**src/hdl/urtb_pkg.sv**
```systemverilog
`timescale 1ns / 1ps
// ----------------------------------------------------------------------------
// urtb_pkg: shared types and codes for the serial port ring buffer pair
// Event kinds, result status codes, the sequencer state encoding and the
// command group that the controller sends to the datapath.
// ----------------------------------------------------------------------------
package urtb_pkg;

    typedef enum logic [1:0] {
        KIND_LINE_RX  = 2'd0,
        KIND_TX_READY = 2'd1,
        KIND_HOST_RD  = 2'd2,
        KIND_HOST_WR  = 2'd3
    } kind_t;

    typedef enum logic [1:0] {
        STATUS_OK       = 2'd0,
        STATUS_RX_DROP  = 2'd1,
        STATUS_TX_RETRY = 2'd2,
        STATUS_TX_DROP  = 2'd3
    } status_t;

    // One-hot sequencer states.
    typedef enum logic [2:0] {
        ST_IDLE = 3'b001,
        ST_EXEC = 3'b010,
        ST_RESP = 3'b100
    } state_t;

    // Commands from the controller to the datapath.
    typedef struct packed {
        logic capture;   // latch the accepted event
        logic execute;   // apply the event to the rings and load the result
    } dp_cmd_t;

endpackage

```
**src/hdl/urtb_ctrl.sv**
```systemverilog
`timescale 1ns / 1ps
// ----------------------------------------------------------------------------
// urtb_ctrl: event sequencer
// Accepts one event, lets the datapath apply it, then holds the result until
// the downstream side takes it.
// ----------------------------------------------------------------------------
module urtb_ctrl (
    input  logic              aclk,
    input  logic              aresetn,
    input  logic              s_valid,
    output logic              s_ready,
    output logic              m_valid,
    input  logic              m_ready,
    output urtb_pkg::dp_cmd_t cmd
);

    urtb_pkg::state_t state_reg;
    urtb_pkg::state_t state_next;

    always_comb begin
        state_next = state_reg;
        unique case (state_reg)
            urtb_pkg::ST_IDLE: begin
                if (s_valid) begin
                    state_next = urtb_pkg::ST_EXEC;
                end
            end
            urtb_pkg::ST_EXEC: begin
                state_next = urtb_pkg::ST_RESP;
            end
            urtb_pkg::ST_RESP: begin
                if (m_ready) begin
                    state_next = urtb_pkg::ST_IDLE;
                end
            end
            default: begin
                state_next = urtb_pkg::ST_IDLE;
            end
        endcase
    end

    always_ff @(posedge aclk) begin
        if (!aresetn) begin
            state_reg <= urtb_pkg::ST_IDLE;
        end else begin
            state_reg <= state_next;
        end
    end

    assign s_ready     = (state_reg == urtb_pkg::ST_IDLE);
    assign m_valid     = (state_reg == urtb_pkg::ST_RESP);
    assign cmd.capture = s_ready && s_valid;
    assign cmd.execute = (state_reg == urtb_pkg::ST_EXEC);

    // The state register always holds exactly one active bit.
    a_state_onehot: assert property (@(posedge aclk) disable iff (!aresetn)
        $onehot(state_reg))
        else $error("sequencer state is not one-hot");

    // The input and result sides are never open in the same cycle.
    a_one_item: assert property (@(posedge aclk) disable iff (!aresetn)
        !(s_ready && m_valid))
        else $error("input accepted while a result is pending");

    // Every captured event is executed in the following cycle.
    a_capture_exec: assert property (@(posedge aclk) disable iff (!aresetn)
        cmd.capture |=> cmd.execute)
        else $error("captured event was not executed");

endmodule

```
**src/hdl/urtb_datapath.sv**
```systemverilog
`timescale 1ns / 1ps
// ----------------------------------------------------------------------------
// urtb_datapath: ring memories, pointers and result registers
// Holds both rings and the transmit-request flag and produces the result
// of each event in the cycle after the execute command.
// ----------------------------------------------------------------------------
module urtb_datapath #(
    parameter int RING_DEPTH = 64
) (
    input  logic              aclk,
    input  logic              aresetn,
    input  urtb_pkg::dp_cmd_t cmd,
    input  logic [1:0]        s_kind,
    input  logic [7:0]        s_in_byte,
    input  logic              s_may_block,
    output logic [7:0]        m_out_byte,
    output logic              m_out_valid,
    output logic [1:0]        m_status,
    output logic [5:0]        m_rx_count,
    output logic [5:0]        m_tx_free,
    output logic              m_tx_request
);

    localparam int PTR_W = (RING_DEPTH > 1) ? $clog2(RING_DEPTH) : 1;
    localparam int CNT_W = PTR_W + 1;
    localparam logic [PTR_W-1:0] LAST_PTR = PTR_W'(RING_DEPTH - 1);
    localparam logic [CNT_W-1:0] DEPTH_C  = CNT_W'(RING_DEPTH);
    localparam logic [CNT_W-1:0] MAX_FILL = CNT_W'(RING_DEPTH - 1);

    function automatic logic [PTR_W-1:0] ptr_inc(input logic [PTR_W-1:0] p);
        return (p == LAST_PTR) ? '0 : p + 1'b1;
    endfunction

    function automatic logic [CNT_W-1:0] ring_used(input logic [PTR_W-1:0] w,
                                                   input logic [PTR_W-1:0] r);
        logic [CNT_W-1:0] wx;
        logic [CNT_W-1:0] rx;
        wx = {1'b0, w};
        rx = {1'b0, r};
        if (w >= r) begin
            return wx - rx;
        end else begin
            return wx + DEPTH_C - rx;
        end
    endfunction

    // Ring memories; every slot is written before it is ever read.
    logic [7:0] rx_mem [RING_DEPTH];
    logic [7:0] tx_mem [RING_DEPTH];

    // Captured event.
    urtb_pkg::kind_t kind_reg;
    logic [7:0]      byte_reg;
    logic            block_reg;

    logic [PTR_W-1:0] rx_wr_ptr_reg, rx_wr_ptr_next;
    logic [PTR_W-1:0] rx_rd_ptr_reg, rx_rd_ptr_next;
    logic [PTR_W-1:0] tx_wr_ptr_reg, tx_wr_ptr_next;
    logic [PTR_W-1:0] tx_rd_ptr_reg, tx_rd_ptr_next;
    logic             tx_req_reg, tx_req_next;

    logic [7:0]             rx_q_reg;
    logic [7:0]             tx_q_reg;
    logic                   ov_reg, ov_next;
    urtb_pkg::status_t      status_reg, status_next;
    logic [CNT_W-1:0]       rx_cnt_reg;
    logic [CNT_W-1:0]       tx_free_reg;
    logic [CNT_W-1:0]       rx_used_now;
    logic [CNT_W-1:0]       tx_used_now;

    logic rx_full, rx_empty, tx_full, tx_empty;
    logic push_rx, pop_rx, push_tx, pop_tx;

    assign rx_used_now = ring_used(rx_wr_ptr_reg, rx_rd_ptr_reg);
    assign tx_used_now = ring_used(tx_wr_ptr_reg, tx_rd_ptr_reg);
    assign rx_full  = (rx_used_now == MAX_FILL);
    assign tx_full  = (tx_used_now == MAX_FILL);
    assign rx_empty = (rx_wr_ptr_reg == rx_rd_ptr_reg);
    assign tx_empty = (tx_wr_ptr_reg == tx_rd_ptr_reg);

    assign push_rx = cmd.execute && (kind_reg == urtb_pkg::KIND_LINE_RX)  && !rx_full;
    assign pop_tx  = cmd.execute && (kind_reg == urtb_pkg::KIND_TX_READY) && !tx_empty;
    assign pop_rx  = cmd.execute && (kind_reg == urtb_pkg::KIND_HOST_RD)  && !rx_empty;
    assign push_tx = cmd.execute && (kind_reg == urtb_pkg::KIND_HOST_WR)  && !tx_full;

    always_comb begin
        rx_wr_ptr_next = push_rx ? ptr_inc(rx_wr_ptr_reg) : rx_wr_ptr_reg;
        rx_rd_ptr_next = pop_rx  ? ptr_inc(rx_rd_ptr_reg) : rx_rd_ptr_reg;
        tx_wr_ptr_next = push_tx ? ptr_inc(tx_wr_ptr_reg) : tx_wr_ptr_reg;
        tx_rd_ptr_next = pop_tx  ? ptr_inc(tx_rd_ptr_reg) : tx_rd_ptr_reg;
        tx_req_next    = tx_req_reg;
        ov_next        = pop_rx || pop_tx;
        status_next    = urtb_pkg::STATUS_OK;
        if (cmd.execute) begin
            unique case (kind_reg)
                urtb_pkg::KIND_LINE_RX: begin
                    if (rx_full) begin
                        status_next = urtb_pkg::STATUS_RX_DROP;
                    end
                end
                urtb_pkg::KIND_TX_READY: begin
                    if (tx_empty) begin
                        tx_req_next = 1'b0;
                    end
                end
                urtb_pkg::KIND_HOST_RD: begin
                    status_next = urtb_pkg::STATUS_OK;
                end
                urtb_pkg::KIND_HOST_WR: begin
                    tx_req_next = 1'b1;
                    if (tx_full) begin
                        status_next = block_reg ? urtb_pkg::STATUS_TX_RETRY
                                                : urtb_pkg::STATUS_TX_DROP;
                    end
                end
                default: begin
                    status_next = urtb_pkg::STATUS_OK;
                end
            endcase
        end
    end

    // Control state.
    always_ff @(posedge aclk) begin
        if (!aresetn) begin
            rx_wr_ptr_reg <= '0;
            rx_rd_ptr_reg <= '0;
            tx_wr_ptr_reg <= '0;
            tx_rd_ptr_reg <= '0;
            tx_req_reg    <= 1'b1;
        end else begin
            rx_wr_ptr_reg <= rx_wr_ptr_next;
            rx_rd_ptr_reg <= rx_rd_ptr_next;
            tx_wr_ptr_reg <= tx_wr_ptr_next;
            tx_rd_ptr_reg <= tx_rd_ptr_next;
            tx_req_reg    <= tx_req_next;
        end
    end

    // Event capture and result registers.
    always_ff @(posedge aclk) begin
        if (cmd.capture) begin
            kind_reg  <= urtb_pkg::kind_t'(s_kind);
            byte_reg  <= s_in_byte;
            block_reg <= s_may_block;
        end
        if (cmd.execute) begin
            ov_reg      <= ov_next;
            status_reg  <= status_next;
            rx_cnt_reg  <= ring_used(rx_wr_ptr_next, rx_rd_ptr_next);
            tx_free_reg <= MAX_FILL - ring_used(tx_wr_ptr_next, tx_rd_ptr_next);
        end
    end

    // Ring memories: one write and one registered read each.
    always_ff @(posedge aclk) begin
        if (push_rx) begin
            rx_mem[rx_wr_ptr_reg] <= byte_reg;
        end
        if (pop_rx) begin
            rx_q_reg <= rx_mem[rx_rd_ptr_reg];
        end
    end

    always_ff @(posedge aclk) begin
        if (push_tx) begin
            tx_mem[tx_wr_ptr_reg] <= byte_reg;
        end
        if (pop_tx) begin
            tx_q_reg <= tx_mem[tx_rd_ptr_reg];
        end
    end

    always_comb begin
        m_out_byte = 8'd0;
        if (ov_reg) begin
            m_out_byte = (kind_reg == urtb_pkg::KIND_HOST_RD) ? rx_q_reg : tx_q_reg;
        end
    end

    assign m_out_valid  = ov_reg;
    assign m_status     = status_reg;
    assign m_rx_count   = 6'(rx_cnt_reg);
    assign m_tx_free    = 6'(tx_free_reg);
    assign m_tx_request = tx_req_reg;

    // A host write always leaves the transmit-request flag set.
    a_wr_sets_req: assert property (@(posedge aclk) disable iff (!aresetn)
        (cmd.execute && kind_reg == urtb_pkg::KIND_HOST_WR) |=> tx_req_reg)
        else $error("host write did not set transmit request");

    // A full receive ring never advances its write pointer.
    a_rx_full_hold: assert property (@(posedge aclk) disable iff (!aresetn)
        (cmd.execute && kind_reg == urtb_pkg::KIND_LINE_RX && rx_full)
        |=> $stable(rx_wr_ptr_reg))
        else $error("receive ring overwritten while full");

    // Neither ring ever holds more than one slot short of its depth.
    a_fill_bound: assert property (@(posedge aclk) disable iff (!aresetn)
        (rx_used_now <= MAX_FILL) && (tx_used_now <= MAX_FILL))
        else $error("ring fill level out of range");

endmodule

```
**src/hdl/uart_rx_tx_ring_buffers.sv**
```systemverilog
`timescale 1ns / 1ps
// ----------------------------------------------------------------------------
// uart_rx_tx_ring_buffers: receive and transmit ring buffers for a serial port
// A receive ring is filled from the line and drained by the host; a transmit
// ring is filled by the host and drained toward the line. Each ring keeps one
// slot empty, so it holds at most RING_DEPTH-1 bytes.
// ----------------------------------------------------------------------------
//
//  Channel  | Ports                                      | Carries
//  ---------+--------------------------------------------+------------------------
//  event    | s_valid/s_ready, s_kind, s_in_byte,        | one ring event
//           | s_may_block                                |
//  result   | m_valid/m_ready, m_out_byte, m_out_valid,  | one result per event
//           | m_status, m_rx_count, m_tx_free,           |
//           | m_tx_request                               |
//
// Each event passes through three steps: acceptance in the idle state, an
// execute step in which the rings and pointers are updated and the popped
// byte is read from the ring memory into its output register, and a response
// step in which the result is offered until m_ready takes it.
// One event is in flight at a time; s_ready is low from acceptance until the
// result transfer completes, so a stalled m_ready holds off the input side.
// Reset (aresetn low, synchronous) empties both rings and sets the
// transmit-request flag; the ring memories themselves are not cleared, as no
// slot is read before it has been written.
//
module uart_rx_tx_ring_buffers #(
    parameter int RING_DEPTH = 64
) (
    input  logic       aclk,
    input  logic       aresetn,
    // Event channel.
    input  logic       s_valid,
    output logic       s_ready,
    input  logic [1:0] s_kind,
    input  logic [7:0] s_in_byte,
    input  logic       s_may_block,
    // Result channel.
    output logic       m_valid,
    input  logic       m_ready,
    output logic [7:0] m_out_byte,
    output logic       m_out_valid,
    output logic [1:0] m_status,
    output logic [5:0] m_rx_count,
    output logic [5:0] m_tx_free,
    output logic       m_tx_request
);

    // Commands from the sequencer to the datapath.
    urtb_pkg::dp_cmd_t cmd;

    // The sequencer owns both handshakes and steps each event through
    // capture, execute and response.
    urtb_ctrl u_ctrl (
        .aclk    (aclk),
        .aresetn (aresetn),
        .s_valid (s_valid),
        .s_ready (s_ready),
        .m_valid (m_valid),
        .m_ready (m_ready),
        .cmd     (cmd)
    );

    // The datapath holds the rings, their pointers, the transmit-request
    // flag and the result registers, which stay stable while m_valid waits.
    urtb_datapath #(
        .RING_DEPTH (RING_DEPTH)
    ) u_datapath (
        .aclk         (aclk),
        .aresetn      (aresetn),
        .cmd          (cmd),
        .s_kind       (s_kind),
        .s_in_byte    (s_in_byte),
        .s_may_block  (s_may_block),
        .m_out_byte   (m_out_byte),
        .m_out_valid  (m_out_valid),
        .m_status     (m_status),
        .m_rx_count   (m_rx_count),
        .m_tx_free    (m_tx_free),
        .m_tx_request (m_tx_request)
    );

endmodule
```
**config.mk**
```make
export PLATFORM = sky130hd
export DESIGN_NAME = uart_rx_tx_ring_buffers
export DESIGN_NICKNAME = d
export VERILOG_FILES = /design/src/hdl/urtb_pkg.sv /design/src/hdl/urtb_ctrl.sv /design/src/hdl/urtb_datapath.sv /design/src/hdl/uart_rx_tx_ring_buffers.sv
export SDC_FILE = /design/constraint.sdc
export NUM_CORES = 1
export LEC_CHECK = 0
export ABC_AREA = 1
export BUFFER_PORTS_ARGS = -buffer_cell sky130_fd_sc_hd__buf_2
export CAP_MARGIN = 10
export CORE_UTILIZATION = 30
export CTS_BUF_LIST = sky130_fd_sc_hd__clkbuf_4 sky130_fd_sc_hd__clkbuf_8
export CTS_CLUSTER_SIZE = 24
export DETAILED_ROUTE_END_ITERATION = 7
export PLACE_DENSITY = 0.43
export SETUP_SLACK_MARGIN = 0.1
export SLEW_MARGIN = 0
export SYNTH_ARGS = -nofsm -noshare
export SYNTH_HDL_FRONTEND = slang
export SYNTH_SLANG_ARGS = --single-unit
```
**constraint.sdc**
```tcl
create_clock -name aclk -period 3.4 [get_ports aclk]
set_input_delay 0 -clock aclk [delete_from_list [all_inputs] [get_ports aclk]]
set_output_delay 0 -clock aclk [all_outputs]
set_load 0.03 [all_outputs]
```
Yosys cells after proc, flatten, opt, wreduce, memory -nomap -nowiden
Memory sizes are Yosys's and may differ from the RTL's. A register that Yosys moved wholly into a read port is not among the register bits.
Cells that the tools add are included.
{"block": "totals", "elab_cells": 99, "register_bits": 54, "romBits": 0, "n_memories": 2, "latchBits": 0, "mem_bits_rw": 1024}
{"memory": "u_datapath.rx_mem", "words": 64, "width": 8, "read_ports": 1, "rd_clocked_by_memory_dff": 1, "wr": 1, "line": "urtb_datapath.sv:48", "text": "logic [7:0] rx_mem [RING_DEPTH];"}
{"memory": "u_datapath.tx_mem", "words": 64, "width": 8, "read_ports": 1, "rd_clocked_by_memory_dff": 1, "wr": 1, "line": "urtb_datapath.sv:49", "text": "logic [7:0] tx_mem [RING_DEPTH];"}
{"block": "op_classes", "addsub": 17, "multipliers": 0, "div_mod_pow": 0, "shift": 0, "bitwise_logic": 0, "n_reduce_logical": 18, "mux": 28, "eq_ne": 17, "n_lt_le_gt_ge": 4}
{"operator": "2-to-1 mux 6 bit", "n": 11}
{"operator": "adder 6 x 1 -> 6 bit (second input constant)", "n": 6}
{"operator": "== test 6 bit (second input constant)", "n": 4}
{"operator": "greater-or-equal comparator 6 bit", "n": 4}
{"operator": "subtractor 6 bit", "n": 4}
{"operator": "2-to-1 mux 8 bit", "n": 2}
{"operator": "adder 6 x 7 -> 7 bit (second input constant)", "n": 2}
{"operator": "== test 7 x 6 -> 1 bit (second input constant)", "n": 2}
{"operator": "2-to-1 mux 7 bit", "n": 2}
{"operator": "subtractor 6 x 6 -> 7 bit", "n": 2}
{"operator": "subtractor 7 x 6 -> 7 bit", "n": 2}
{"operator": "== test 6 bit", "n": 2}
{"operator": "logical AND 1 bit", "n": 9}
{"operator": "case mux 3 bit (3 select lines)", "n": 1}
{"operator": "2-to-1 mux 1 bit", "n": 7}
{"operator": "2-to-1 mux 3 bit", "n": 2}
{"operator": "subtractor 6 bit (first input constant)", "n": 1}
{"operator": "== test 2 bit (second input constant)", "n": 2}
{"operator": "logical NOT 1 bit", "n": 4}
{"operator": "inequality test 2 x 1 -> 1 bit (second input constant)", "n": 2}
{"operator": "case mux 2 bit (2 select lines)", "n": 1}
{"operator": "== test 3 x 1 -> 1 bit (second input constant)", "n": 1}
{"operator": "== test 3 x 2 -> 1 bit (second input constant)", "n": 1}
{"operator": "== test 3 bit (second input constant)", "n": 1}
{"operator": "9 further kinds", "n": 9}

Logic depth before layout (Yosys ltp)
Gate-level depths: netlist of the first run.
{"block": "logic_depth", "depth_word": 12, "mapped_depth": 27, "ltp_nobuf": 25}

Modules after synthesis
A second synthesis of the first run with hierarchy kept.
{"block": "unflattened", "hier_cells": 3855, "area_unflattened_um2": 45491.1}
{"mod": "urtb_datapath", "area_each_um2": 45332.2, "cells_each": 3831, "instances": 1}
{"mod": "urtb_ctrl", "area_each_um2": 158.9, "cells_each": 24, "instances": 1}

Worst setup path after synthesis of the first run
Ideal clock, no wire load.
{"block": "synth_timing", "path_kind": "register -> register", "from": "reg u_datapath.rx_rd_ptr_reg[1]", "to": "reg u_datapath.rx_cnt_reg[5] (data pin)", "path_stages_with_launch": 25, "synth_period_minus_slack_ns": 3.669, "arrival_ns": 3.416, "setup_ns": 0.254, "slack_ns": -0.269, "path_cell_list": "dfxtp_1 -> inv_1 -> clkbuf_1 -> clkbuf_1 -> ha_1 -> nand2_1 -> nand2_1 -> a21oi_1 -> xor2_1 -> nor3_1 -> nand2_1 -> nand2_1 -> buf_2 -> nand2_1 -> o21ai_0 -> inv_1 -> ha_1 -> a21oi_1 -> nand2_1 -> nand2_1 -> nand2_1 -> a21oi_1 -> xor2_1 -> nand3b_1 -> nand2_1"}
{"block": "synth_via", "elab_chain_cells": 9, "elab_cells_between_ends": 20}
{"item": "start, declared", "line": "urtb_datapath.sv:57", "text": "logic [PTR_W-1:0] rx_rd_ptr_reg, rx_rd_ptr_next;"}
{"item": "start signal, assigned", "line": "urtb_datapath.sv:133", "text": "rx_rd_ptr_reg <= rx_rd_ptr_next;"}
{"item": "subtractor 7 x 6 -> 7 bit (tied with other cells)", "line": "urtb_datapath.sv:43", "text": "return wx + DEPTH_C - rx;"}
{"item": "2-to-1 mux 7 bit (*)", "line": "urtb_datapath.sv:40", "text": "if (w >= r) begin"}
{"item": "== test 7 x 6 -> 1 bit (*)", "line": "urtb_datapath.sv:76", "text": "assign rx_full = (rx_used_now == MAX_FILL);"}
{"item": "logical NOT 1 bit (*)", "line": "urtb_datapath.sv:81", "text": "assign push_rx = cmd.execute && (kind_reg == urtb_pkg::KIND_LINE_RX) && !rx_full;"}
{"item": "logical AND 1 bit (*)", "line": "urtb_datapath.sv:81"}
{"item": "2-to-1 mux 6 bit (*)", "line": "urtb_datapath.sv:87", "text": "rx_wr_ptr_next = push_rx ? ptr_inc(rx_wr_ptr_reg) : rx_wr_ptr_reg;"}
{"item": "named net u_datapath.rx_wr_ptr_next[2]", "line": "urtb_datapath.sv:56", "text": "logic [PTR_W-1:0] rx_wr_ptr_reg, rx_wr_ptr_next;"}
{"item": "adder 6 x 1 -> 6 bit", "line": "urtb_datapath.sv:43"}
{"item": "subtractor 6 bit", "line": "urtb_datapath.sv:43"}
{"item": "2-to-1 mux 6 bit (*)", "line": "urtb_datapath.sv:40"}
{"item": "end signal, assigned", "line": "urtb_datapath.sv:150", "text": "rx_cnt_reg <= ring_used(rx_wr_ptr_next, rx_rd_ptr_next);"}
{"item": "end, declared", "line": "urtb_datapath.sv:66", "text": "logic [CNT_W-1:0] rx_cnt_reg;"}
Mark *: on every way through the listed nets, which the timed path passes. The rest lies on a longest branch.
A chain may end at the register's enable or synchronous reset.

Final worst setup path of the first run
{"block": "layout_timing", "from": "reg u_datapath.rx_wr_ptr_reg[0]", "to": "reg u_datapath.rx_cnt_reg[5] (data pin)"}
{"block": "layout_via", "elab_chain_cells": 10, "elab_cells_between_ends": 21}
{"item": "start, declared", "line": "urtb_datapath.sv:56"}
{"item": "start signal, assigned", "line": "urtb_datapath.sv:132", "text": "rx_wr_ptr_reg <= rx_wr_ptr_next;"}
{"item": "adder 6 x 7 -> 7 bit", "line": "urtb_datapath.sv:43"}
{"item": "subtractor 7 x 6 -> 7 bit", "line": "urtb_datapath.sv:43"}
{"item": "2-to-1 mux 7 bit", "line": "urtb_datapath.sv:40"}
{"item": "== test 7 x 6 -> 1 bit", "line": "urtb_datapath.sv:76"}
{"item": "logical NOT 1 bit", "line": "urtb_datapath.sv:81"}
{"item": "logical AND 1 bit", "line": "urtb_datapath.sv:81"}
{"item": "2-to-1 mux 6 bit (*)", "line": "urtb_datapath.sv:87"}
{"item": "named net u_datapath.rx_wr_ptr_next[2]", "line": "urtb_datapath.sv:56"}
{"item": "adder 6 x 1 -> 6 bit", "line": "urtb_datapath.sv:43"}
{"item": "subtractor 6 bit", "line": "urtb_datapath.sv:43"}
{"item": "2-to-1 mux 6 bit (*)", "line": "urtb_datapath.sv:40"}
Marked as above.

==> metrics.cfg, run 1 <==
[synth]
syn-instance-count = 3568
ys_seq_elements = 1094
synth_warnings = 0
ys_top_cells_by_area = edfxtp_1 72%, o21ai_0 6.8%, nor2_1 6.4%
synth_largest_area_cell = edfxtp_1
synth_edf_count = 1066
yosys.area.top_type_share = 0.7219
syn_area_sq_um = 44340
synth.distinct_cells = 41
syn_nets = 3617
synth-seq-area-share = 0.7346
synthFlopType = edfxtp_1
synth-async-reset-ratio = 0
syn_area_per_cell_sq_um = 12.43

[global_route]
grt_antenna_before_repair = 3
grt_start_max_net_pins = 150
gr-total-overflow = 0
grt_pass1_vias = 28800
grt_pass1_wl_um = 196500
grtUsageTotal = 0.1761

[placed_design]
dpl_cell_area_sq_um = 48570
port_buffers = 40
place_hpwl_um = 76280
place_congestion = 0.8141

[sta]
timing.final.crit_period_ps = 3155
final-setup-viol-count = 0
min_period_over_period = 0.9280
fin_skew_ps = 34.81
drv_slew = 0
fmax_mhz = 316.9
setup-tns-final_ps = 0
rsz0062_at_grt = yes
hold_violations = 0
slew_headroom = 0.3302
worstMarginPinSlew_ps = 1005

[critical_path]
worstPathArrival_ps = 3810
crit_type = flip-flop to flip-flop
timing.rr.end = u_datapath.rx_cnt_reg[5]$_DFFE_PN_
r2r.worst_path.cells = 20
reg2reg_slack_ps = 240
cp-start-kind = flip-flop
critPathCaptureType = flip-flop
rr_startpoint = u_datapath.rx_wr_ptr_reg[0]$_SDFF_PN0_
required_ps = 4050
cp_max_fo = 5

[route]
first_iter_violations = 2081
vias = 29200
detail-route-antenna-nets = 0
drc = 0
via_per_inst = 4.897
routed_wl_um = 133300
drtPass1Iterations = 5
wl_per_cell_um = 22.35

[floorplanning]
ios = 41
start_util = 0.3035
fp-row-count = 140
core-area_sq_um = 146100
die_h_um = 386.5
die_area_sq_um = 149300
fp.dieW_um = 386.5

[power_and_ir_drop]
leakagePower_nw = 17.92
power_mw = 26.81
power.density_nw_per_um2 = 510.9
vdd_ir_drop_max_uv = 299.4

[clock_network]
cts_buffers = 186
ctsRootBufferMaster = clkbuf_8
clk_latency_ps = 900
clk_pin_slew_worst_paths_ps = 60
h-tree-depth = 4
clk_path_buf_depth = 3
clock_sinks = 1094
cts_tree = yes

[min_path]
holdPathStages = 3
min-delay-start = s_in_byte[0]
hold_class = input pin to flip-flop
hold_path_end = u_datapath.byte_reg[0]$_DFFE_PP_

[final_layout]
final_nets = 3953
finalInstanceArea_sq_um = 52480
biggestRegsByFlops = u_datapath.rx_mem x512, u_datapath.tx_mem x512
drive_gt1_frac = 0.1637
nFillCells = 14530
areaGrowthSynthToFinish_pct = 18.35

[outcome]
status = finished clean

[run]
maxCapViolCount = 0

==> placed cells by master (no fill, tap or decap), drive strengths merged, types with 18 or more instances in the layout <==
master       netlist  routed
clkbuf           141     251
dfxtp             28      28
mux2i             18      18
inv               95      97
clkinv             4      71
dlygate4sd3        0      29
buf               79     338
o211ai            28      28
o21ai            622     622
nand3             51      51
edfxtp          1066    1066
nor2             759     759
nand2            248     249
o22ai            269     269
a21oi             61      61
ha                30      30
==> cell type report <==
cell class / instances / area (sq um) / area share
flip-flops and latches: 1094 / 32590 / 0.6210
multi-input cells: 2156 / 10590 / 0.2018
clock buffers: 251 / 3067 / 0.05844
repair buffers: 367 / 3048 / 0.05808
well taps: 1917 / 2399 / 0.04570
clock inverters: 76 / 394.1 / 0.007510
inverters: 99 / 386.6 / 0.007367
diodes: 2 / 5.005 / 0.00009537
==> where the power goes <==
part	internal [mW]	total, mW	switching [mW]
Clock	5.96	11.3	5.36
Sequential	14.9	14.9	0.0238
Combinational	0.109	0.563	0.453
Total	21.0	26.8	5.84
==> critical path, cell delays in order (launching register included) <==
cell and delay (ps):
dfxtp_2 320, inv_2 70, ha_4 120, inv_2 40
fa_2 540, nand3b_1 110, nor3_4 250, nand2_4 110
nand2_8 100, nand2_4 60, o21ai_4 70, inv_2 70
ha_4 250, a21oi_2 110, nand2_1 80, nand2_1 70
nand2_1 60, a21oi_2 140, xor2_1 180, nand3b_1 120
nand2_1 50
==> kinds of logic (layout without fill, tap and decap cells) <==
kind of cell,Yosys count,in the layout,share of synthesized area
other cells,0,2,0
xor+xnor,18,18,0.003555
simple gates,1092,1093,0.09594
mux,18,18,0.004063
compound gates,993,993,0.1222
buf+inv,319,793,0.02943
fa+ha+maj,34,34,0.01027
flops,1094,1094,0.7346
==> what timing repair did <==
item                       CTS  global route
hold buffers                29             0
buffers inserted             0             6
setup endpoints to repair    1           120
cloned                       0             1
resized for setup            1            30
pin swaps                    0            12
hold endpoints to repair    50             0
==> how the worst max path moves through the flow <==
stage / slack, ps / depth (start not counted) / from / end
after floorplan: 100 / 24 / u_datapath.rx_rd_ptr_reg[1]$_SDFF_PN0_ / u_datapath.rx_cnt_reg[5]$_DFFE_PN_
after global placement: 130 / 23 / u_datapath.rx_wr_ptr_reg[0]$_SDFF_PN0_ / u_datapath.rx_cnt_reg[5]$_DFFE_PN_
after detailed placement: 110 / 23 / u_datapath.rx_wr_ptr_reg[0]$_SDFF_PN0_ / u_datapath.rx_cnt_reg[5]$_DFFE_PN_
after CTS: 120 / 21 / u_datapath.rx_rd_ptr_reg[1]$_SDFF_PN0_ / u_datapath.rx_cnt_reg[5]$_DFFE_PN_
after global routing: 30 / 20 / u_datapath.rx_wr_ptr_reg[0]$_SDFF_PN0_ / u_datapath.rx_cnt_reg[5]$_DFFE_PN_
final: 240 / 20 / u_datapath.rx_wr_ptr_reg[0]$_SDFF_PN0_ / u_datapath.rx_cnt_reg[5]$_DFFE_PN_
==> Yosys cell counts (all sizes together) (2+ instances only) <==
master,count
nand2,248
o22ai,269
edfxtp,1066
o31ai,2
or2,3
a31oi,2
dfxtp,28
nand4,15
o21ai,622
clkinv,4
clkbuf,141
nor3,13
buf,79
nand3b,2
a21oi,61
mux2i,18
ha,30
nand3,51
nor2,759
o211ai,28
a221oi,6
xnor2,2
xor2,16
fa,4
inv,95
==> per-layer routing <==
metal  track usage  vias to the layer above  share of wire
li1              -                    13770              -
met4       0.05165                        2          0.022
met5             0                        -       0.000090
met2        0.2909                      635           0.48
met3       0.02853                      191          0.041
met1        0.2374                    14600           0.46
==> metrics by stage <==
stage / setup WS (ps) / instances / hold slack (ps) / utilization
after global placement: 131.8 / 5597 / 182.4 / 0.3324
after global routing: 29.20 / 5961 / 316.1 / 0.3592
after floorplan: 96.08 / 3568 / 98.64 / -
after detailed placement: 105.7 / 5597 / 178.7 / 0.3324
final: 244.7 / 5962 / 362.1 / 0.3592
after CTS: 120.6 / 5953 / 240.8 / 0.3581
Power figures use the tool's default switching activity.
==> run 2, diff against run 1 <==
--- a/config.mk
+++ b/config.mk
@@ -13,6 +13,7 @@
 export CTS_CLUSTER_SIZE = 24
 export DETAILED_ROUTE_END_ITERATION = 7
 export PLACE_DENSITY = 0.43
+export RECOVER_POWER = 100
 export SETUP_SLACK_MARGIN = 0.1
 export SLEW_MARGIN = 0
 export SYNTH_ARGS = -nofsm -noshare
==> run 2 against run 1 <==
The run now ends with capacitance limit, slew limit left. Wire length rose by 0.14%. Critical path type unchanged. Global-route usage is the same. Hold slack better by 6.5 ps. Combinational power down 6.2%. Via count increased by 0.30%. Final area is 1.3% lower. Total power is 0.11% lower. Setup slack got worse by 78 ps. Sequential power hardly changed. Clock skew is 1.5 ps lower. Largest power group unchanged. Sequential share of layout area rose by 0.78 points.
==> metrics.cfg, run 2 (synthesis results as in run 1) <==
[critical_path]
cp-start-kind = flip-flop
crit_type = flip-flop to flip-flop
reg2reg_slack_ps = 170
required_ps = 3960
critPathCaptureType = flip-flop
cp_max_fo = 8
worstPathArrival_ps = 3800

[sta]
timing.final.crit_period_ps = 3233
fmax_mhz = 309.3
rsz0062_at_grt = yes
worstMarginPinSlew_ps = 2842
fin_skew_ps = 33.29
drv_slew = 885
hold_violations = 0
min_period_over_period = 0.9509
slew_headroom = -0.8944
setup-tns-final_ps = 0
final-setup-viol-count = 0

[floorplanning]
start_util = 0.3035
die_h_um = 386.5
fp.dieW_um = 386.5
fp-row-count = 140
die_area_sq_um = 149300
ios = 41
core-area_sq_um = 146100

[power_and_ir_drop]
vdd_ir_drop_max_uv = 298.3
switching_share = 0.2169
intPower_mw = 20.97
combPwrFrac = 0.020
clkPwrFrac = 0.422
power.density_nw_per_um2 = 516.8
pwr-share-seq = 0.558
p_sw_mw = 5.810
leakagePower_nw = 17.52

[clock_network]
cts_buffers = 186
ctsRootBufferMaster = clkbuf_8
clk_path_buf_depth = 3
cts_tree = yes
clock_sinks = 1094
clk_latency_ps = 890
clk_pin_slew_worst_paths_ps = 60
h-tree-depth = 4

[global_route]
gr-total-overflow = 0
grt_start_max_net_pins = 150
grt_antenna_before_repair = 2
grtUsageTotal = 0.1761
grt_pass1_vias = 28800
grt_pass1_wl_um = 196500

[final_layout]
drive_gt1_frac = 0.1437
layout_common_cells = 1,066 x edfxtp_1, 756 x nor2_1, 600 x o21ai_0
finalInstanceArea_sq_um = 51820
utilization = 0.3547
areaGrowthSynthToFinish_pct = 16.87
final_common_cell = edfxtp_1
nFillCells = 14660
biggestRegsByFlops = u_datapath.rx_mem x512, u_datapath.tx_mem x512
final_nets = 3953
fin_cells = 5961

[min_path]
hold_class = input pin to flip-flop

[route]
wl_per_cell_um = 22.39
drtPass1Iterations = 6
detail-route-antenna-nets = 0
dr_wl_met3_um = 5675
first_iter_violations = 2159
top_layer = met5
via_per_inst = 4.913
drc = 0
met2_length_um = 64490
vias = 29280
routed_wl_um = 133400
wl_met1_um = 60010

[placed_design]
place_hpwl_um = 76280
place_congestion = 0.8141
port_buffers = 40
dpl_cell_area_sq_um = 48570
placed_cells = 5597

[outcome]
status = complete, but fails checks
violations = capacitance limit, slew limit

[run]
maxCapViolCount = 11

[run 2: final timing paths]
| check | start | end | depth (start not counted) |
|---|---|---|---|
| worst max register to register | u_datapath.rx_wr_ptr_reg[0]$_SDFF_PN0_ | u_datapath.rx_mem[48][6]$_DFFE_PP_ | 18 |
| worst max-delay path | u_datapath.rx_wr_ptr_reg[0]$_SDFF_PN0_ | u_datapath.rx_mem[48][6]$_DFFE_PP_ | 18 |
| worst min-delay path | s_in_byte[0] | u_datapath.byte_reg[0]$_DFFE_PP_ | 3 |
| worst min register to register | u_datapath.m_tx_request$_SDFFE_PN1P_ | u_datapath.m_tx_request$_SDFFE_PN1P_ | 2 |
[run 2: power groups by stage]
stage	Combinational [mW]	Sequential (mW)	Clock [mW]
6_report	0.528	15.0	11.3
5_1_grt	0.575	15.0	12.2
4_1_cts	0.575	14.9	11.7
3_5_place_dp	0.549	15.2	0
3_3_place_gp	0.550	15.2	0
2_1_floorplan	0.0883	15.4	0
[run 2: area by class of cell]
type	instances	area [sq um]	area share
sequential	1094	32590	0.6289
multi-input combinational	2156	10580	0.2042
clock buffer	251	3067	0.05918
timing repair buffer	367	2404	0.04638
tap	1917	2399	0.04628
clock inverter	76	394.1	0.007605
inverter	99	386.6	0.007461
antenna	1	2.502	0.00004829
[run 2: metrics by stage]
stage	hold slack, ps	total power, mW	setup WS [ps]
5_1_grt	316.1	27.71	22.37
3_3_place_gp	182.4	15.76	131.8
4_1_cts	240.8	27.17	120.6
2_1_floorplan	98.64	15.45	96.08
3_5_place_dp	178.7	15.76	105.7
6_report	368.6	26.78	167.0
[run 2: metal layers]
layer	global-route usage	vias up
met5	0	-
li1	-	13780
met1	0.2374	14650
met2	0.2909	655
met3	0.02853	201
met4	0.05165	2
[run 2: repair_timing]
| item | CTS | global route |
|---|---|---|
| gates resized for setup | 1 | 30 |
| hold buffers | 29 | 0 |
| endpoints found under the setup margin | 1 | 120 |
| buffers inserted | 0 | 6 |
| pin swaps | 0 | 12 |
| cloned | 0 | 1 |
| hold endpoints to repair | 50 | 0 |
[run 2: worst max-delay path: stages (launching register included)]
cell      delay [ps]
dfxtp_1          320
inv_2             70
ha_4             120
inv_2             40
fa_2             400
inv_1             80
a21oi_1           60
o21ai_1          120
nand2_1           70
nand2_2           60
nand2_2           70
nand2_4          100
nand2_2          100
clkbuf_1         160
nor2_2           170
nand3_1          160
clkbuf_1         300
nor2_1           180
clkbuf_2         300
